`config.mk`:
```
export PLATFORM = sky130hd
export DESIGN_NAME = itcm_cell
export DESIGN_NICKNAME = d
export VERILOG_FILES = /design/src/design/interval_table_check_and_match_assert.svh /design/src/design/itcm_pkg.sv /design/src/design/itcm_cell.sv
export SDC_FILE = /design/constraint.sdc
export NUM_CORES = 1
export LEC_CHECK = 0
export BUFFER_PORTS_ARGS = -buffer_cell sky130_fd_sc_hd__buf_2
export CAP_MARGIN = 15
export CORE_UTILIZATION = 30
export DETAILED_ROUTE_END_ITERATION = 12
export GPL_TIMING_DRIVEN = 0
export HOLD_SLACK_MARGIN = 0.15
export PLACE_DENSITY_LB_ADDON = 0.15
export SYNTH_ARGS = -nofsm -noshare
export SYNTH_HDL_FRONTEND = slang
export SYNTH_SLANG_ARGS = --single-unit
```
`constraint.sdc`:
```
create_clock -name clk -period 9.14 [get_ports clk]
set_input_delay 1.371 -clock clk [delete_from_list [all_inputs] [get_ports clk]]
set_output_delay 1.371 -clock clk [all_outputs]
set_load 0.02 [all_outputs]
```
`src/design/interval_table_check_and_match_assert.svh`:
```
// Assertion macros used by the interval table top level
`ifndef INTERVAL_TABLE_CHECK_AND_MATCH_ASSERT_SVH
`define INTERVAL_TABLE_CHECK_AND_MATCH_ASSERT_SVH

// same-cycle implication
`define ITCM_ASSERT_NOW(label, ante, cons, msg) \
  label: assert property (@(posedge clk) disable iff (!rst_n) (ante) |-> (cons)) \
    else $error(msg);

// next-cycle implication
`define ITCM_ASSERT_NEXT(label, ante, cons, msg) \
  label: assert property (@(posedge clk) disable iff (!rst_n) (ante) |=> (cons)) \
    else $error(msg);

`endif

```
`src/design/itcm_pkg.sv`:
```
// Types, constants and helpers for the interval table
`timescale 1ns / 1ps
`default_nettype none

package itcm_pkg;

  localparam int MAX_RANGES = 16;
  localparam int CNT_W      = $clog2(MAX_RANGES + 1);

  localparam logic [1:0] REQ_CLEAR = 2'd0;
  localparam logic [1:0] REQ_ADD   = 2'd1;
  localparam logic [1:0] REQ_QUERY = 2'd2;

  localparam logic [2:0] ST_OK       = 3'd0;
  localparam logic [2:0] ST_EMPTY    = 3'd1;
  localparam logic [2:0] ST_ORDER    = 3'd2;
  localparam logic [2:0] ST_OVERLAP  = 3'd3;
  localparam logic [2:0] ST_OVERFLOW = 3'd4;

  typedef struct packed {
    logic [1:0]         req_type;
    logic signed [31:0] range_start;
    logic signed [31:0] range_end;
    logic signed [31:0] probe_value;
  } in_t;

  typedef struct packed {
    logic [2:0] table_status;
    logic       inside_hit;
    logic [4:0] range_count;
  } out_t;

  typedef struct packed {
    logic               vld;
    logic [1:0]         kind;
    logic signed [31:0] rs;
    logic signed [31:0] re;
    logic signed [31:0] pv;
    logic               hit;
    logic               ovl;
  } tok_t;

  function automatic logic [2:0] status_of(input logic order_f, input logic ovl_f,
                                           input logic ovf_f, input logic empty);
    logic [2:0] st;
    priority if (order_f) st = ST_ORDER;
    else if (ovl_f)       st = ST_OVERLAP;
    else if (ovf_f)       st = ST_OVERFLOW;
    else if (empty)       st = ST_EMPTY;
    else                  st = ST_OK;
    return st;
  endfunction

endpackage

`default_nettype wire

```
`src/design/itcm_cell.sv`:
```
// One table slot: holds a range, checks the passing word against it, hands it on
`timescale 1ns / 1ps
`default_nettype none

module itcm_cell (
  input  wire logic                     clk,
  input  wire logic                     rst_n,
  input  wire logic                     adv,
  input  wire logic [itcm_pkg::CNT_W-1:0] cell_idx,
  input  wire logic [itcm_pkg::CNT_W-1:0] count,
  input  wire itcm_pkg::tok_t           tok_i,
  output itcm_pkg::tok_t                tok_o
);

  logic               tok_vld_r;
  itcm_pkg::tok_t     tok_r;
  itcm_pkg::tok_t     tok_nxt;
  logic signed [31:0] start_r;
  logic signed [31:0] end_r;
  logic               active;
  logic               cut;
  logic               covers;
  logic               wr_en;

  always_comb begin
    active = cell_idx < count;
    cut    = ((tok_i.rs < start_r) && (start_r < tok_i.re)) ||
             ((tok_i.rs < end_r) && (end_r < tok_i.re)) ||
             ((start_r < tok_i.rs) && (tok_i.rs < end_r)) ||
             ((start_r < tok_i.re) && (tok_i.re < end_r));
    covers = (start_r <= tok_i.pv) && (tok_i.pv <= end_r);
    tok_nxt     = tok_i;
    tok_nxt.ovl = tok_i.ovl | (active && (tok_i.kind == itcm_pkg::REQ_ADD) && cut);
    tok_nxt.hit = tok_i.hit | (active && (tok_i.kind == itcm_pkg::REQ_QUERY) && covers);
    wr_en  = adv && tok_i.vld && (tok_i.kind == itcm_pkg::REQ_ADD) && (cell_idx == count);
  end

  always_ff @(posedge clk) begin
    if (!rst_n) begin
      tok_vld_r <= 1'b0;
    end else if (adv) begin
      tok_vld_r <= tok_i.vld;
    end
  end

  always_ff @(posedge clk) begin
    if (adv) begin
      tok_r <= tok_nxt;
    end
    if (wr_en) begin
      start_r <= tok_i.rs;
      end_r   <= tok_i.re;
    end
  end

  always_comb begin
    tok_o     = tok_r;
    tok_o.vld = tok_vld_r;
  end

endmodule

`default_nettype wire

```
After elaboration in Yosys (flattened, before gate mapping). Index checks and enable logic that the tools add are counted.

Flip-flop bits (word level): 165. Latch bits: 0. RAM bits: 0. ROM bits: 0. Input bits: 114. Output and inout port bits: 101. Memories: 0.

Add/sub/neg operators: 0. Multipliers: 0. Div/mod/pow operators: 0. Magnitude comparators: 9. Equality and inequality tests: 3. Shift-type cells: 0. Muxes and demuxes: 0. Bitwise gates (word level): 2. Reductions and logical operators: 15.

Operators by type and width (number): $lt A32 B32 Y1 (6); $le A32 B32 Y1 (2); $logic_and A1 B1 Y1 (12); $eq A5 B5 Y1 (1); $lt A5 B5 Y1 (1); $logic_or A1 B1 Y1 (3); $eq A2 B1 Y1 const B (1); $eq A2 B2 Y1 const B (1); $or A1 B1 Y1 (2).

Longest topological paths before layout. Gate-level depths: netlist (run 1).

Word-level depth: 7. Gate-level depth with buffers: 9. Gate-level depth less buffers: 9.

Worst setup path before layout (run 1). Ideal clock, no wire load.

Kind: input -> register. Start point: in count[2] in the netlist's numbering. End point: reg end_r[0], enable pin. Setup time: 0.644 ns. Data arrival time: 7.844 ns. Path slack: 0.652 ns. Stages: 4. Path through: inv_1 > ha_1 > nand2_1 > nor4_1.

Cells in the longest elaborated chain, start to end: 2.

RTL lines: from (decl) (RTL line itcm_cell.sv:10) `input wire logic [itcm_pkg::CNT_W-1:0] count,`; $eq A5 B5 Y1 (RTL line itcm_cell.sv:35) `wr_en = adv && tok_i.vld && (tok_i.kind == itcm_pkg::REQ_ADD) && (cell_idx == count);`; $logic_and A1 B1 Y1 (RTL line itcm_cell.sv:35); named net wr_en (RTL line itcm_cell.sv:23) `logic wr_en;`; to (signal assigned) (RTL line itcm_cell.sv:52) `end_r <= tok_i.re;`; to (decl) (RTL line itcm_cell.sv:19) `logic signed [31:0] end_r;`.

The timed path passes the listed nets, and every way through them passes these cells. A chain may end at the register's enable or synchronous reset.

==> results of run 1 <==
[registers in the layout (all words and copies together) (netlist names)]
signal / flops
tok_vld_r: 1
tok_o: 100
end_r: 32
start_r: 32
[metrics by stage]
| step | total power [W] | TNS, ns | util [%] |
|---|---|---|---|
| 6_report | 0.00190 | 0 | 38.0 |
| 3_5_place_dp | 0.00115 | 0 | 36.1 |
| 2_1_floorplan | 0.00103 | 0 | - |
| 5_1_grt | 0.00199 | 0 | 38.0 |
| 4_1_cts | 0.00194 | 0 | 38.0 |
| 3_3_place_gp | 0.00115 | -357.01 | 35.7 |
[power groups by stage]
stage	Sequential [W]	Clock (W)	Combinational, W
floorplan	0.000947	0	0.0000844
finish	0.000881	0.000773	0.000251
global route	0.000884	0.000823	0.000281
detailed placement	0.000897	0	0.000256
global placement	0.000899	0	0.000251
CTS	0.000881	0.000803	0.000257
[final cells by class]
class	instances	area, µm²	area share [%]
Buffer	1	7.51	0.0621
Multi-Input combinational cell	505	4300	35.6
Sequential cell	165	4940	40.9
Clock inverter	12	179	1.48
Timing Repair Buffer	225	1180	9.73
Tap cell	435	544	4.50
Inverter	135	507	4.19
Clock buffer	19	433	3.58
[cell usage after synthesis, types with 17 or more instances]
master | count | area share (%)
nand2_1 | 38 | 1.5
inv_1 | 135 | 5.2
a21oi_1 | 57 | 2.9
ha_1 | 195 | 25
nand3_1 | 17 | 0.87
o21ai_0 | 26 | 1.3
nand4_1 | 30 | 1.9
a21o_1 | 18 | 1.4
edfxtp_1 | 164 | 51
nor2_1 | 20 | 0.77
[how the worst max path moves through the flow]
stage               depth (start not counted)      start       end
floorplan                                   4   count[2]  end_r[0]
finish                                      8  tok_i[65]  tok_o[0]
detailed placement                          8  tok_i[25]  tok_o[1]
global route                                8  tok_i[25]  tok_o[1]
CTS                                         8  tok_i[25]  tok_o[1]
global placement                            3        adv  end_r[2]
[cells by family (layout without fill, tap and decap cells)]
| family | count (synthesis) | in the layout |
|---|---|---|
| multiplexers | 2 | 2 |
| flip-flops | 165 | 165 |
| buffers and inverters | 136 | 392 |
| adder cells (fa/ha/maj) | 195 | 195 |
| AND/OR/NAND/NOR | 148 | 148 |
| AO/OA/AOI/OAI | 160 | 160 |
[worst max-delay path: stages]
cell and delay [ns]:
buf_2 0.14, ha_1 0.37, nand4_1 0.21, nor4_1 0.68
o31ai_1 0.26, a31o_2 0.31, o2111a_1 0.25, a311o_1 0.31
[per-layer routing]
metal | wire (µm) | up-vias
li1 | - | 3514
met1 | 12100 | 3196
met2 | 12500 | 148
met3 | 936 | 25
met4 | 430 | 0
met5 | 0 | -
==> run summary, run 1 <==
Outcome - finished, final reports clean
# diodes - 0
Place WS - 4.88 ns
Initial antenna violation count - 0
Worst Tran Pin Value - 0.911 ns
Most Used Layer, Global Route - met2
Total congestion overflow - 0
PortBufs - 214
Async S/R FF share, synth - 0%
Syn Std Cell Area - 9750 µm²
R2R depth - 9
Hold slack final - 0.491 ns
Final std cells w/o fill - 1,497
Syn-to-layout area delta - 24.0%
Cell internal pwr - 0.00142 W
Routed WL - 26.0 mm
Mux cell area share after synthesis - 0.218%
Cts bufs inserted - 17
Post-synthesis xor/xnor area fraction - 0%
Antenna-violating nets left - 0
Post-Syn Nets - 1,115
Vias in the first global route - 6,994
Synth Flop Type - edfxtp_1
Commonest non-fill, non-tap cell in the layout - buf_2
Initial Util - 30.7%
Largest net degree at the start of global routing - 58
Cells after synthesis - 806
Fin worst setup slack - 5.44 ns
Tightest Hold Check Type - flip-flop to flip-flop
Comb pwr share - 13.2%
Grt met3 use - 3.13%
Row count - 65
Clock latency on the worst-skew pair - 0.46 ns
Most frequent cells in the layout - 213 x buf_2, 195 x ha_1, 164 x edfxtp_1, 135 x inv_1, 57 x a21oi_1
Hold EP - tok_vld_r
Root buf cell - clkbuf_16
Drt drc - 0
Final Slew Violations - 0
Complex-gate fraction of the synthesized area - 10.7%
Count of hold-fix buffers inserted at cts - 0
Critical Path RT - 9.35 ns
Max-Cap Viols - 0
Worst r2r dst - tok_o[1]
Core Footprint - 31,800 µm²
Number of filler cells placed in the layout - 3,135
EDFF count, synth - 164
Chip height - 182 µm
R2R Setup Slk - 6.08 ns
Sw Share - 25.4%
Dpl cells - 1,466
Final worst path period need - 3.70 ns
CTS sink count - 165
Ports - 215
RSZ-0062 raised after global routing - false
Crit Path Max Fanout - 4
Seq pwr share - 46.3%
GRT Util Overall - 16.1%
Worst-case clock skew - 0.0129 ns
Clock power share - 40.6%
HPWL Detailed - 21.5 mm
Post-route design area - 12,100 µm²
Adder-Cell Fraction of Synth Area - 25.0%
Routability cong. - 0.794
Via density - 4.60
H-tree depth - 4
Register bit total from synthesis - 165
Post-Synth Simple-Gate Area - 8.08%
Met2 usage in global routing - 27.0%
Total number of vias - 6,883
Period utilization - 40.5%
Sw power - 0.000484 W
Finish-stage setup viols - 0
Worst relative slew slack - 38.7%
DRT Pass-1 Iters - 5
Startpoint types - input pin
Synth warn - 0
Die X - 182 µm
DIE AREA - 33,200 µm²
Final net count - 1,359
Pwr dens - 158 nW/µm²
CTS tree - yes
Critical path data arrival time - 3.91 ns
Main combinational cell family by area after synthesis - adder cells
Postcts setup bufs - 0
Cell depth of the worst hold path - 2
Sequential element share of the synthesized area - 50.7%
Synth Area per Inst - 12.1 µm²
Clock slew at reported path FFs - 0.07 ns
Hold Startpoint - tok_vld_r
First-pass GRT wire length - 39.4 mm
Layout cells sized above 1 - 24.9%
Reg-to-Reg Start - end_r[13]
CTS max path bufs - 2
Distinct cells, synth - 54
Initial DRC Count - 363
Resized cells post-CTS - 0
Final hold vios - 0
Fmax - 270 MHz
Met1 usage - 20.5%
CP Capture Type - flip-flop
Leakage - 5.61 nW
Placed Area - 11,500 µm²
WS Path Type - input pin to flip-flop
Worst VDD drop - 0.000131 V
Drt wl/cell - 17.4 µm
Note: power is estimated with default switching activity, not from simulation.
==> inputs of run 2 (changes only) <==
- clock period: 9.14 -> 3.11 ns (I/O delays scaled with it)
==> run summary, run 2 (synthesized netlist as in run 1, its figures left out) <==
CTS sink count - 165 (unchanged)
Max incr delay on CP - 0.79 ns (+0.11 ns)
Final hold vios - 0 (unchanged)
Via density - 4.67 (+1.6%)
Core Footprint - 31,800 µm² (unchanged)
Fmax - 339 MHz
Post-route design area - 12,100 µm² (+0.12%)
Final std cells w/o fill - 1,493 (-0.27%)
CTS tree - yes
Startpoint types - flip-flop
Total power - 0.00545 W (+190%)
Initial DRC Count - 286 (-21%)
WS Path Type - flip-flop to flip-flop
Pwr dens - 450 nW/µm² (+190%)
Initial antenna violation count - 0 (unchanged)
CP cell instances - inv_1 > ha_1 > nand2_1 > nor4_1 > a221oi_1 > o221ai_1 > mux2_2 > a41o_1
Most frequent cells in the layout - 213 x buf_2, 192 x ha_1, 164 x edfxtp_1, 132 x inv_1, 57 x a21oi_1
Seq pwr share - 47.5% (+1.2 points)
Largest net degree at the start of global routing - 57 (-1.7%)
Syn-to-layout area delta - 24.1%
RSZ-0062 raised after global routing - false
Final net count - 1,354 (-0.37%)
Vias in the first global route - 6,968 (-0.37%)
Total number of vias - 6,972 (+1.3%)
Sw power - 0.00143 W (+200%)
Cell internal pwr - 0.00401 W (+180%)
DRT Pass-1 Iters - 4 (-1)
Critical path data arrival time - 3.16 ns (-0.75 ns)
Clock latency on the worst-skew pair - 0.45 ns (about the same)
Final Slew Violations - 0 (unchanged)
Count of hold-fix buffers inserted at cts - 0 (unchanged)
Root buf cell - clkbuf_16
Antenna-violating nets left - 0 (unchanged)
Period utilization - 94.9%
Worst Tran Pin Value - 0.915 ns (+0.00412 ns)
Worst-case clock skew - 0.00603 ns (-0.00687 ns)
Max FFs per register - 100 (unchanged)
Finish-stage setup viols - 0 (unchanged)
Layout cells sized above 1 - 25.0% (+0.19 points)
Outcome - finished, final reports clean
Max-Cap Viols - 0 (unchanged)
PortBufs - 214 (unchanged)
R2R Setup Slk - 0.16 ns (-5.92 ns)
Resized cells post-CTS - 0 (unchanged)
Final worst path period need - 2.95 ns
Critical Path RT - 3.31 ns (-6.04 ns)
Top Family by Delay on Critical Path - simple AND/OR/NAND/NOR gates
Worst relative slew slack - 38.4% (-0.28 points)
Chip height - 182 µm (unchanged)
Placed Area - 11,500 µm² (+0.51%)
Comb pwr share - 13.7% (+0.5 points)
Util after Layout - 38.1% (+0.047 points)
Clock slew at reported path FFs - 0.07 ns (about the same)
Clock power share - 38.8% (-1.8 points)
Drt wl/cell - 17.4 µm (-0.21%)
CP Capture Type - flip-flop
Slowest stage cell, crit path - nor4_1
Worst path bufs/invs - 1 (unchanged)
Initial Util - 30.7% (unchanged)
Sw Share - 26.3% (+0.88 points)
Tightest Hold Check Type - input pin to flip-flop
Leakage - 5.58 nW (-0.63%)
First-pass GRT wire length - 39.4 mm (+0.14%)
Die X - 182 µm (unchanged)
Setup TNS - 0 ns (unchanged)
GRT Util Overall - 16.1% (about the same)
Drt drc - 0 (unchanged)
Routed WL - 25.9 mm (-0.47%)
Ports - 215 (unchanged)
Total congestion overflow - 0 (unchanged)
Row count - 65 (unchanged)
Routability cong. - 0.823 (+3.7%)
Postcts setup bufs - 0 (unchanged)
Cts bufs inserted - 17 (unchanged)
CTS max path bufs - 2 (unchanged)
DIE AREA - 33,200 µm² (unchanged)
Crit Path Max Fanout - 3 (-1)
Dpl cells - 1,461 (-0.34%)
# diodes - 0 (unchanged)
Worst VDD drop - 0.000339 V (+160%)
HPWL Detailed - 21.5 mm (about the same)
Commonest non-fill, non-tap cell in the layout - buf_2
H-tree depth - 4 (unchanged)
run 2: layout make-up:
type,instances,area (µm²)
fill,3102,19700
sequential,165,4940
tap,435,544
buffer,1,7.51
timing repair buffer,220,1170
clock inverter,13,135
inverter,135,522
multi-input combinational,505,4350
clock buffer,19,433
run 2: path summary, 6_finish.rpt:
| check | from | endpoint | cells after the start |
|---|---|---|---|
| max | end_r[23] | tok_o[1] | 8 |
| min | tok_i[99] | tok_o[99] | 1 |
| max reg2reg | end_r[23] | tok_o[1] | 8 |
| min reg2reg | tok_vld_r | tok_vld_r | 2 |
run 2: worst register-to-register path: stages (launching register included):
cell      delay [ns]
edfxtp_1        0.33
inv_1           0.07
ha_1            0.30
nand2_1         0.09
nor4_1          0.79
a221oi_1        0.30
o221ai_1        0.27
mux2_2          0.36
a41o_1          0.20
run 2: stage by stage:
| stage | worst slack (ns) | hold slack, ns |
|---|---|---|
| 2_1_floorplan | -0.295 | 0.456 |
| 3_3_place_gp | -3.55 | 0.471 |
| 3_5_place_dp | -0.0766 | 0.477 |
| 4_1_cts | 0.130 | 0.193 |
| 5_1_grt | 0.00441 | 0.208 |
| 6_report | 0.158 | 0.225 |
run 2: per-layer routing:
metal,vias up,part of all wire [%],GRT usage [%]
met1,3289,46,20.7
met4,0,1.3,5.31
li1,3508,-,-
met2,159,49,27.4
met3,16,3.7,2.63
met5,-,0,0
run 2: power by group through the flow:
stage | Combinational, W | Clock, W | Sequential [W]
finish | 0.000748 | 0.00211 | 0.00259
global placement | 0.000751 | 0 | 0.00264
global route | 0.000837 | 0.00227 | 0.00260
floorplan | 0.000256 | 0 | 0.00278
CTS | 0.000765 | 0.00220 | 0.00259
detailed placement | 0.000762 | 0 | 0.00264
